File: config.mk
export PLATFORM = sky130hd
export DESIGN_NAME = motor_current_endstop_controller
export DESIGN_NICKNAME = d
export VERILOG_FILES = /design/src/rtl/core/mce_pkg.sv /design/src/rtl/core/mce_cfg_regs.sv /design/src/rtl/core/mce_in_stage.sv /design/src/rtl/core/mce_core.sv /design/src/rtl/core/mce_out_stage.sv /design/src/rtl/core/motor_current_endstop_controller.sv
export VERILOG_INCLUDE_DIRS = /design/src /design/src/rtl/core
export SDC_FILE = /design/constraint.sdc
export NUM_CORES = 1
export LEC_CHECK = 0
export ABC_AREA = 1
export BUFFER_PORTS_ARGS = -buffer_cell sky130_fd_sc_hd__clkbuf_2
export CELL_PAD_IN_SITES_DETAIL_PLACEMENT = 0
export CELL_PAD_IN_SITES_GLOBAL_PLACEMENT = 2
export CORE_ASPECT_RATIO = 1.1
export CORE_MARGIN = 3
export CORE_UTILIZATION = 25
export CTS_CLUSTER_SIZE = 25
export DETAILED_ROUTE_END_ITERATION = 8
export PLACE_DENSITY = 0.68
export SYNTH_ARGS = -nofsm -noshare
export SYNTH_HDL_FRONTEND = slang
export SYNTH_SLANG_ARGS = --single-unit
export TNS_END_PERCENT = 20
File: constraint.sdc
create_clock -name clk_i -period 4.66 [get_ports clk_i]
set_clock_uncertainty 0.15 [all_clocks]
set_input_delay 0.466 -clock clk_i [delete_from_list [all_inputs] [get_ports clk_i]]
set_output_delay 0.466 -clock clk_i [all_outputs]
set_load 0.02 [all_outputs]
File: src/rtl/core/assert_macros.svh
// ----------------------------------------------------------------------------
// Assertion macros
// Shared concurrent assertion macros; they compile away for synthesis.
// ----------------------------------------------------------------------------
`ifndef ASSERT_MACROS_SVH
`define ASSERT_MACROS_SVH

`ifndef SYNTHESIS

`define ASSERT_PROP(lbl, clk, rst_n, prop) \
  lbl: assert property (@(posedge clk) disable iff (!rst_n) prop) \
    else $error("assertion failed");

`define ASSERT_NEVER(lbl, clk, rst_n, prop) \
  lbl: assert property (@(posedge clk) disable iff (!rst_n) !(prop)) \
    else $error("forbidden condition seen");

`else

`define ASSERT_PROP(lbl, clk, rst_n, prop)

`define ASSERT_NEVER(lbl, clk, rst_n, prop)

`endif

`endif

File: src/rtl/core/mce_pkg.sv
// ----------------------------------------------------------------------------
// Motor current end-stop controller package
// Types, command codes, register indexes and reset values.
// ----------------------------------------------------------------------------
package mce_pkg;

  localparam int SampleWidth = 8;
  localparam int CountWidth  = 5;
  localparam int LimitWidth  = 8;
  localparam int CmdWidth    = 8;
  localparam int CfgIdxWidth = 3;
  localparam int CfgDataWidth = 8;

  localparam logic [CmdWidth-1:0] CmdLedOn     = 8'h62;
  localparam logic [CmdWidth-1:0] CmdLedOff    = 8'h65;
  localparam logic [CmdWidth-1:0] CmdMotorOn   = 8'h42;
  localparam logic [CmdWidth-1:0] CmdMotorOff  = 8'h45;
  localparam logic [CmdWidth-1:0] CmdOpenMain  = 8'h6f;
  localparam logic [CmdWidth-1:0] CmdOpenAlt   = 8'h4f;
  localparam logic [CmdWidth-1:0] CmdCloseMain = 8'h63;
  localparam logic [CmdWidth-1:0] CmdCloseAlt  = 8'h43;

  localparam logic [LimitWidth-1:0] OpenMainReset  = 8'h8e;
  localparam logic [LimitWidth-1:0] OpenAltReset   = 8'h01;
  localparam logic [LimitWidth-1:0] CloseMainReset = 8'h6e;
  localparam logic [LimitWidth-1:0] CloseAltReset  = 8'h50;
  localparam logic [CountWidth-1:0] BlankingReset  = 5'd25;

  typedef enum logic [CfgIdxWidth-1:0] {
    RegOpenMain  = 3'd0,
    RegOpenAlt   = 3'd1,
    RegCloseMain = 3'd2,
    RegCloseAlt  = 3'd3,
    RegBlanking  = 3'd4
  } cfg_reg_e;

  typedef enum logic [1:0] {
    ModeIdle  = 2'd0,
    ModeOpen  = 2'd1,
    ModeClose = 2'd2
  } mode_e;

  typedef enum logic {
    OpCommand = 1'b0,
    OpSample  = 1'b1
  } op_e;

  typedef struct packed {
    logic [LimitWidth-1:0] open_main;
    logic [LimitWidth-1:0] open_alt;
    logic [LimitWidth-1:0] close_main;
    logic [LimitWidth-1:0] close_alt;
    logic [CountWidth-1:0] blanking;
  } cfg_t;

  typedef struct packed {
    logic                   operation;
    logic [CmdWidth-1:0]    command_byte;
    logic [SampleWidth-1:0] adc_sample;
  } item_t;

  typedef struct packed {
    logic                   led_on;
    logic                   motor_on;
    logic                   direction_high;
    logic                   moving;
    logic                   echo_valid;
    logic [SampleWidth-1:0] echo_sample;
  } result_t;

endpackage

File: src/rtl/core/mce_cfg_regs.sv
// ----------------------------------------------------------------------------
// Configuration registers
// Holds the four current limits and the blanking count.
// ----------------------------------------------------------------------------
module mce_cfg_regs (
  input  logic                              clk_i,
  input  logic                              rst_ni,
  input  logic                              cfg_we_i,
  input  logic [mce_pkg::CfgIdxWidth-1:0]   cfg_idx_i,
  input  logic [mce_pkg::CfgDataWidth-1:0]  cfg_wdata_i,
  output mce_pkg::cfg_t                     cfg_o
);
  import mce_pkg::*;

  cfg_t cfg_q, cfg_d;

  always_comb begin
    cfg_d = cfg_q;
    if (cfg_we_i) begin
      unique case (cfg_idx_i)
        RegOpenMain:  cfg_d.open_main  = cfg_wdata_i[LimitWidth-1:0];
        RegOpenAlt:   cfg_d.open_alt   = cfg_wdata_i[LimitWidth-1:0];
        RegCloseMain: cfg_d.close_main = cfg_wdata_i[LimitWidth-1:0];
        RegCloseAlt:  cfg_d.close_alt  = cfg_wdata_i[LimitWidth-1:0];
        RegBlanking:  cfg_d.blanking   = cfg_wdata_i[CountWidth-1:0];
        default:      cfg_d = cfg_q;
      endcase
    end
  end

  always_ff @(posedge clk_i or negedge rst_ni) begin
    if (!rst_ni) begin
      cfg_q.open_main  <= OpenMainReset;
      cfg_q.open_alt   <= OpenAltReset;
      cfg_q.close_main <= CloseMainReset;
      cfg_q.close_alt  <= CloseAltReset;
      cfg_q.blanking   <= BlankingReset;
    end else begin
      cfg_q <= cfg_d;
    end
  end

  assign cfg_o = cfg_q;

endmodule

File: src/rtl/core/mce_in_stage.sv
// ----------------------------------------------------------------------------
// Input register
// Captures one command or sample transfer and holds it until the core
// takes it.
// ----------------------------------------------------------------------------
module mce_in_stage (
  input  logic           clk_i,
  input  logic           rst_ni,
  input  logic           in_valid_i,
  output logic           in_stall_o,
  input  mce_pkg::item_t item_i,
  output logic           item_valid_o,
  output mce_pkg::item_t item_o,
  input  logic           take_i
);
  import mce_pkg::*;

  logic  vld_q, vld_d;
  item_t item_q, item_d;
  logic  accept;

  assign in_stall_o = vld_q & ~take_i;
  assign accept     = in_valid_i & ~in_stall_o;

  always_comb begin
    vld_d  = vld_q;
    item_d = item_q;
    if (accept) begin
      vld_d  = 1'b1;
      item_d = item_i;
    end else if (take_i) begin
      vld_d = 1'b0;
    end
  end

  always_ff @(posedge clk_i or negedge rst_ni) begin
    if (!rst_ni) begin
      vld_q <= 1'b0;
    end else begin
      vld_q <= vld_d;
    end
  end

  always_ff @(posedge clk_i) begin
    item_q <= item_d;
  end

  assign item_valid_o = vld_q;
  assign item_o       = item_q;

endmodule

File: src/rtl/core/mce_core.sv
// ----------------------------------------------------------------------------
// Controller core
// Decodes commands, tracks the move and checks samples against the limit.
// ----------------------------------------------------------------------------
`include "assert_macros.svh"

module mce_core (
  input  logic             clk_i,
  input  logic             rst_ni,
  input  mce_pkg::cfg_t    cfg_i,
  input  logic             step_i,
  input  mce_pkg::item_t   item_i,
  output mce_pkg::result_t result_o
);
  import mce_pkg::*;

  mode_e                 mode_q, mode_d;
  logic [CountWidth-1:0] count_q, count_d;
  logic [LimitWidth-1:0] thr_q, thr_d;
  logic                  led_q, led_d;
  logic                  motor_q, motor_d;
  logic                  dir_q, dir_d;
  logic                  moving;
  logic                  echo;
  logic                  hit;
  logic                  start;
  mode_e                 start_mode;
  logic [LimitWidth-1:0] start_limit;

  assign moving = (mode_q != ModeIdle);

  always_comb begin
    start       = 1'b0;
    start_mode  = ModeOpen;
    start_limit = cfg_i.open_main;
    unique case (item_i.command_byte)
      CmdOpenMain: begin
        start       = 1'b1;
        start_mode  = ModeOpen;
        start_limit = cfg_i.open_main;
      end
      CmdOpenAlt: begin
        start       = 1'b1;
        start_mode  = ModeOpen;
        start_limit = cfg_i.open_alt;
      end
      CmdCloseMain: begin
        start       = 1'b1;
        start_mode  = ModeClose;
        start_limit = cfg_i.close_main;
      end
      CmdCloseAlt: begin
        start       = 1'b1;
        start_mode  = ModeClose;
        start_limit = cfg_i.close_alt;
      end
      default: start = 1'b0;
    endcase
  end

  always_comb begin
    mode_d  = mode_q;
    count_d = count_q;
    thr_d   = thr_q;
    led_d   = led_q;
    motor_d = motor_q;
    dir_d   = dir_q;
    echo    = 1'b0;
    hit     = 1'b0;
    if (item_i.operation == OpCommand) begin
      if (!moving) begin
        if (start) begin
          mode_d  = start_mode;
          count_d = '0;
          thr_d   = start_limit;
          led_d   = 1'b1;
          motor_d = 1'b1;
          dir_d   = (start_mode == ModeOpen);
        end else begin
          unique case (item_i.command_byte)
            CmdLedOn:    led_d   = 1'b1;
            CmdLedOff:   led_d   = 1'b0;
            CmdMotorOn:  motor_d = 1'b1;
            CmdMotorOff: motor_d = 1'b0;
            default:     led_d   = led_q;
          endcase
        end
      end
    end else if (moving) begin
      echo = 1'b1;
      if (count_q < cfg_i.blanking) begin
        count_d = count_q + CountWidth'(1);
      end
      if (count_d >= cfg_i.blanking) begin
        if (mode_q == ModeOpen) begin
          hit = (item_i.adc_sample >= SampleWidth'(thr_q));
        end else begin
          hit = (item_i.adc_sample <= SampleWidth'(thr_q));
        end
      end
      if (hit) begin
        dir_d   = (mode_q != ModeOpen);
        motor_d = 1'b0;
        led_d   = 1'b0;
        mode_d  = ModeIdle;
      end
    end
  end

  always_ff @(posedge clk_i or negedge rst_ni) begin
    if (!rst_ni) begin
      mode_q  <= ModeIdle;
      count_q <= '0;
      thr_q   <= '0;
      led_q   <= 1'b0;
      motor_q <= 1'b0;
      dir_q   <= 1'b0;
    end else if (step_i) begin
      mode_q  <= mode_d;
      count_q <= count_d;
      thr_q   <= thr_d;
      led_q   <= led_d;
      motor_q <= motor_d;
      dir_q   <= dir_d;
    end
  end

  always_comb begin
    result_o.led_on         = led_d;
    result_o.motor_on       = motor_d;
    result_o.direction_high = dir_d;
    result_o.moving         = (mode_d != ModeIdle);
    result_o.echo_valid     = echo;
    result_o.echo_sample    = echo ? item_i.adc_sample : '0;
  end

  `ASSERT_PROP(a_move_drives_outputs, clk_i, rst_ni, moving |-> (motor_q && led_q))
  `ASSERT_PROP(a_open_dir_high, clk_i, rst_ni, (mode_q == ModeOpen) |-> dir_q)
  `ASSERT_PROP(a_close_dir_low, clk_i, rst_ni, (mode_q == ModeClose) |-> !dir_q)
  `ASSERT_PROP(a_mode_holds_without_step, clk_i, rst_ni, !step_i |=> $stable(mode_q))

endmodule

File: src/rtl/core/mce_out_stage.sv
// ----------------------------------------------------------------------------
// Result register
// Holds one result until the receiving side takes the transfer.
// ----------------------------------------------------------------------------
module mce_out_stage (
  input  logic             clk_i,
  input  logic             rst_ni,
  input  logic             load_i,
  input  mce_pkg::result_t result_i,
  output logic             ready_o,
  output logic             out_valid_o,
  input  logic             out_stall_i,
  output mce_pkg::result_t result_o
);
  import mce_pkg::*;

  logic    vld_q, vld_d;
  result_t res_q, res_d;

  assign ready_o = ~vld_q | ~out_stall_i;

  always_comb begin
    vld_d = vld_q;
    res_d = res_q;
    if (load_i) begin
      vld_d = 1'b1;
      res_d = result_i;
    end else if (ready_o) begin
      vld_d = 1'b0;
    end
  end

  always_ff @(posedge clk_i or negedge rst_ni) begin
    if (!rst_ni) begin
      vld_q <= 1'b0;
    end else begin
      vld_q <= vld_d;
    end
  end

  always_ff @(posedge clk_i) begin
    res_q <= res_d;
  end

  assign out_valid_o = vld_q;
  assign result_o    = res_q;

endmodule

File: src/rtl/core/motor_current_endstop_controller.sv
// ----------------------------------------------------------------------------
// Motor current end-stop controller
// Command decoder and current-limit end stop for a small motor drive.
// ----------------------------------------------------------------------------
// The block takes one command or sample transfer per clock cycle while the
// output is not stalled, and gives exactly one result per transfer: each
// transfer passes through the input register and then the result register.
// The rate is set by the state update in the core, which decodes a command
// or compares a sample against the active limit. Configuration writes take
// effect at the next edge and should be made only while no transfer is in
// flight.
module motor_current_endstop_controller (
  input  logic                              clk_i,
  input  logic                              rst_ni,
  input  logic                              cfg_we_i,
  input  logic [mce_pkg::CfgIdxWidth-1:0]   cfg_idx_i,
  input  logic [mce_pkg::CfgDataWidth-1:0]  cfg_wdata_i,
  input  logic                              in_valid_i,
  output logic                              in_stall_o,
  input  logic                              operation_i,
  input  logic [mce_pkg::CmdWidth-1:0]      command_byte_i,
  input  logic [mce_pkg::SampleWidth-1:0]   adc_sample_i,
  output logic                              out_valid_o,
  input  logic                              out_stall_i,
  output logic                              led_on_o,
  output logic                              motor_on_o,
  output logic                              direction_high_o,
  output logic                              moving_o,
  output logic                              echo_valid_o,
  output logic [mce_pkg::SampleWidth-1:0]   echo_sample_o
);
  import mce_pkg::*;

  cfg_t    cfg;
  item_t   item_in;
  item_t   item;
  logic    item_valid;
  logic    out_ready;
  logic    step;
  result_t core_res;
  result_t out_res;

  assign item_in.operation    = operation_i;
  assign item_in.command_byte = command_byte_i;
  assign item_in.adc_sample   = adc_sample_i;

  assign step = item_valid & out_ready;

  mce_cfg_regs u_cfg (
    .clk_i       (clk_i),
    .rst_ni      (rst_ni),
    .cfg_we_i    (cfg_we_i),
    .cfg_idx_i   (cfg_idx_i),
    .cfg_wdata_i (cfg_wdata_i),
    .cfg_o       (cfg)
  );

  mce_in_stage u_in (
    .clk_i        (clk_i),
    .rst_ni       (rst_ni),
    .in_valid_i   (in_valid_i),
    .in_stall_o   (in_stall_o),
    .item_i       (item_in),
    .item_valid_o (item_valid),
    .item_o       (item),
    .take_i       (out_ready)
  );

  mce_core u_core (
    .clk_i    (clk_i),
    .rst_ni   (rst_ni),
    .cfg_i    (cfg),
    .step_i   (step),
    .item_i   (item),
    .result_o (core_res)
  );

  mce_out_stage u_out (
    .clk_i       (clk_i),
    .rst_ni      (rst_ni),
    .load_i      (step),
    .result_i    (core_res),
    .ready_o     (out_ready),
    .out_valid_o (out_valid_o),
    .out_stall_i (out_stall_i),
    .result_o    (out_res)
  );

  assign led_on_o         = out_res.led_on;
  assign motor_on_o       = out_res.motor_on;
  assign direction_high_o = out_res.direction_high;
  assign moving_o         = out_res.moving;
  assign echo_valid_o     = out_res.echo_valid;
  assign echo_sample_o    = out_res.echo_sample;

endmodule
==> reports/summary.txt <==
Die Ht: 141.4 um
Max Freq: 299.4 MHz
Critical Path RT: 4600 ps
P_leak: 2.364 nW
Post-synthesis sequential area ratio: 56.29%
Min-delay worst type: primary input to asynchronous set/reset pin
Rel. slew slack: 44.66%
Post-DP Area: 4618 um^2
Final min period: 3340 ps
Top post-synthesis cells by area: dfrtp_1 25%, edfxtp_1 22%, nand2_1 11%
Fraction of registers with async set/reset: 65.52%
Nets: 552
H-tree depth: 3
WP data arrival: 3280 ps
Power Density: 500.9 nW/um^2
Initial core utilization: 25.99%
Number of hold buffers added after CTS: 0
Power Internal: 1.593 mW
CTS tree: yes
Layout cells sized above 1: 18.65%
First-pass GRT wire length: 15.48 mm
Vias: 3035
Yosys cell types: 33
Final hold vios: 0
Cell taking the most area after synthesis: dfrtp_1
Synth Flop Type: dfrtp_1
DR WL/cell: 13.38 um
Combinational power share: 29.0%
Global-route congestion overflow total: 0
Placer's final routability congestion estimate: 0.7778
Mapped cell area: 4168 um^2
CTS max path bufs: 2
Mux share of post-synthesis cell area: 0.2702%
Xor/xnor share of the synthesized area: 0.8406%
Final Cell Area: 4885 um^2
Crit-path max FO: 4
Final period util: 71.67%
Port bufs: 47
ANT nets after route: 0
Status: complete, no violations
R2R setup slack: 1320 ps
Core Box Area: 16040 um^2
# placed instances: 688
Seq cells post-synth: 87
Post-Syn Instances: 448
Vias per cell: 4.311
Syn avg cell area: 9.303 um^2
Post-CTS Setup Bufs: 0
Initial antenna violation count: 0
Antenna diode count: 0
Setup TNS: 0 ps
Total Routing Usage GR: 11.03%
Clk root buf: clkbuf_16
Commonest cells in the netlist: 124 x nand2_1, 61 x inv_1, 48 x o21ai_0
VDD IR max: 0.0001720 V
Slew Limit Fails: 0
CP Capture Type: register
Simple-gate share of the synthesized area: 21.71%
Number of global-route vias before repair: 3003
CTS resizes: 0
Syn_nets: 501
R2R depth: 18
Top-area cell type share of the netlist area: 25.22%
Final setup vio count: 0
Worst Setup Path Type: register to register
Io pins: 48
Clk pwr share: 27.0%
Total wire length: 9.418 mm
TritonCTS Buffers: 9
Number of clock sinks: 87
CP Launch Type: register
# rows: 48
Number of synthesized flops with an enable pin: 30
Largest net degree at the start of global routing: 58
Full die area: 18260 um^2
Switching power: 0.8532 mW
Pre-antenna DRT Iters: 4
Worst Tran Pin Value: 827.4 ps
Flop pwr share: 44.0%
Die width: 129.1 um
DRC: 0
Most common cell in the netlist: nand2_1
Area growth from synthesis to layout: 17.20%
Unrepaired setup endpoints after global routing: false
Worst skew pair latency: 340 ps
Synth Area in Compound Gates: 8.196%
Adder-cell share of the synthesized area: 6.004%
Main combinational cell family by area after synthesis: simple AND/OR/NAND/NOR gates
Initial DRC Count: 183
Layout Cells excl Fill: 704
Final Util: 30.46%
DP HPWL: 6.752 mm
MaxCap Viol Count: 0
YS warnings: 0
Clock transition at the registers of the reported paths: 70 ps
Switching Fraction: 34.87%
-- cell type report --
type / instances / area, um^2
clock buffers: 10 / 229.0
clock inverters: 6 / 37.54
fillers: 1719 / 11150
inverters: 63 / 236.5
multi-input cells: 290 / 1543
flip-flops and latches: 87 / 2346
well taps: 200 / 250.2
repair buffers: 48 / 242.7
-- metal layers --
layer / GRT usage [%] / vias to the layer above / wire [um]
li1: - / 1579 / -
met1: 14.81 / 1387 / 4702
met2: 16.21 / 55 / 4090
met3: 2.447 / 14 / 345
met4: 6.523 / 0 / 280
met5: 0 / - / 0
-- per-stage QoR --
| stage | total power, mW | setup WS [ps] | hold slack, ps |
|---|---|---|---|
| global placement | 1.803 | 1393 | 316.9 |
| floorplan | 1.599 | 1637 | 20.41 |
| CTS | 2.489 | 1292 | 129.0 |
| global route | 2.652 | 994.8 | 129.5 |
| detailed placement | 1.812 | 1310 | 323.5 |
| finish | 2.447 | 1320 | 117.8 |
-- registers in the layout (all words and copies together), names as in the netlist --
register and cells:
u_cfg.cfg_o 37, u_in.item_o 17, u_out.result_o 13, u_core.thr_q 8
u_core.count_q 5, u_core.mode_q 2, u_core.dir_q 1, u_core.led_q 1
u_core.motor_q 1, u_in.item_valid_o 1, u_out.out_valid_o 1
-- cell families after synthesis --
kind of cell | Yosys count
AOI/OAI and AO/OA | 66
xor gates and xnor gates | 4
adders and majority gates | 20
buffers and inverters | 71
DFF | 87
muxes | 1
and+or+nand+nor | 199
-- cells in the final DEF, fill, tap and decap left out, types with 6 or more instances in the layout --
cell type | netlist | final
a21oi_1 | 6 | 6
clkbuf_16 | 0 | 9
clkbuf_2 | 0 | 47
dfrtp_1 | 42 | 42
dfstp_2 | 15 | 15
edfxtp_1 | 30 | 30
ha_1 | 20 | 20
inv_1 | 61 | 61
nand2_1 | 124 | 124
nand3_1 | 30 | 30
nand4_1 | 15 | 15
nor2_1 | 12 | 12
o21ai_0 | 48 | 48
o21ai_1 | 6 | 6
-- path summary, 6_finish.rpt --
check / start / endpoint
max in group asynchronous: rst_ni / u_core.count_q[0]
worst max register to register: u_cfg.cfg_o[4] / u_out.result_o[9]
worst min-delay path: rst_ni / u_cfg.cfg_o[20]
worst min register to register: u_cfg.cfg_o[25] / u_cfg.cfg_o[25]
worst max-delay path: u_cfg.cfg_o[4] / u_out.result_o[9]
min in group clk_i: adc_sample_i[1] / u_in.item_o[1]
-- critical path, cell delays in order, from the launching register on --
cell and delay (ps):
dfstp_2 530, inv_1 50, ha_1 300, nand2_1 70, inv_1 40, o21ai_0 60, nand3_1 180, nor2_1 190
nand3_1 100, xor2_1 200, inv_1 70, ha_1 310, nand2_1 70, nor3_1 170, nor2_1 70, nand2_1 140
nand4_1 130, a21oi_1 180, nand2_1 70
-- power by group through the flow --
stage / sequential (mW) / combinational [mW] / clock (mW)
after detailed placement: 1.09 / 0.723 / 0
final: 1.08 / 0.711 / 0.660
after CTS: 1.08 / 0.727 / 0.685
after global placement: 1.09 / 0.712 / 0
after floorplan: 1.09 / 0.504 / 0
after global routing: 1.10 / 0.840 / 0.714
Note: power is estimated with default switching activity, not from simulation.
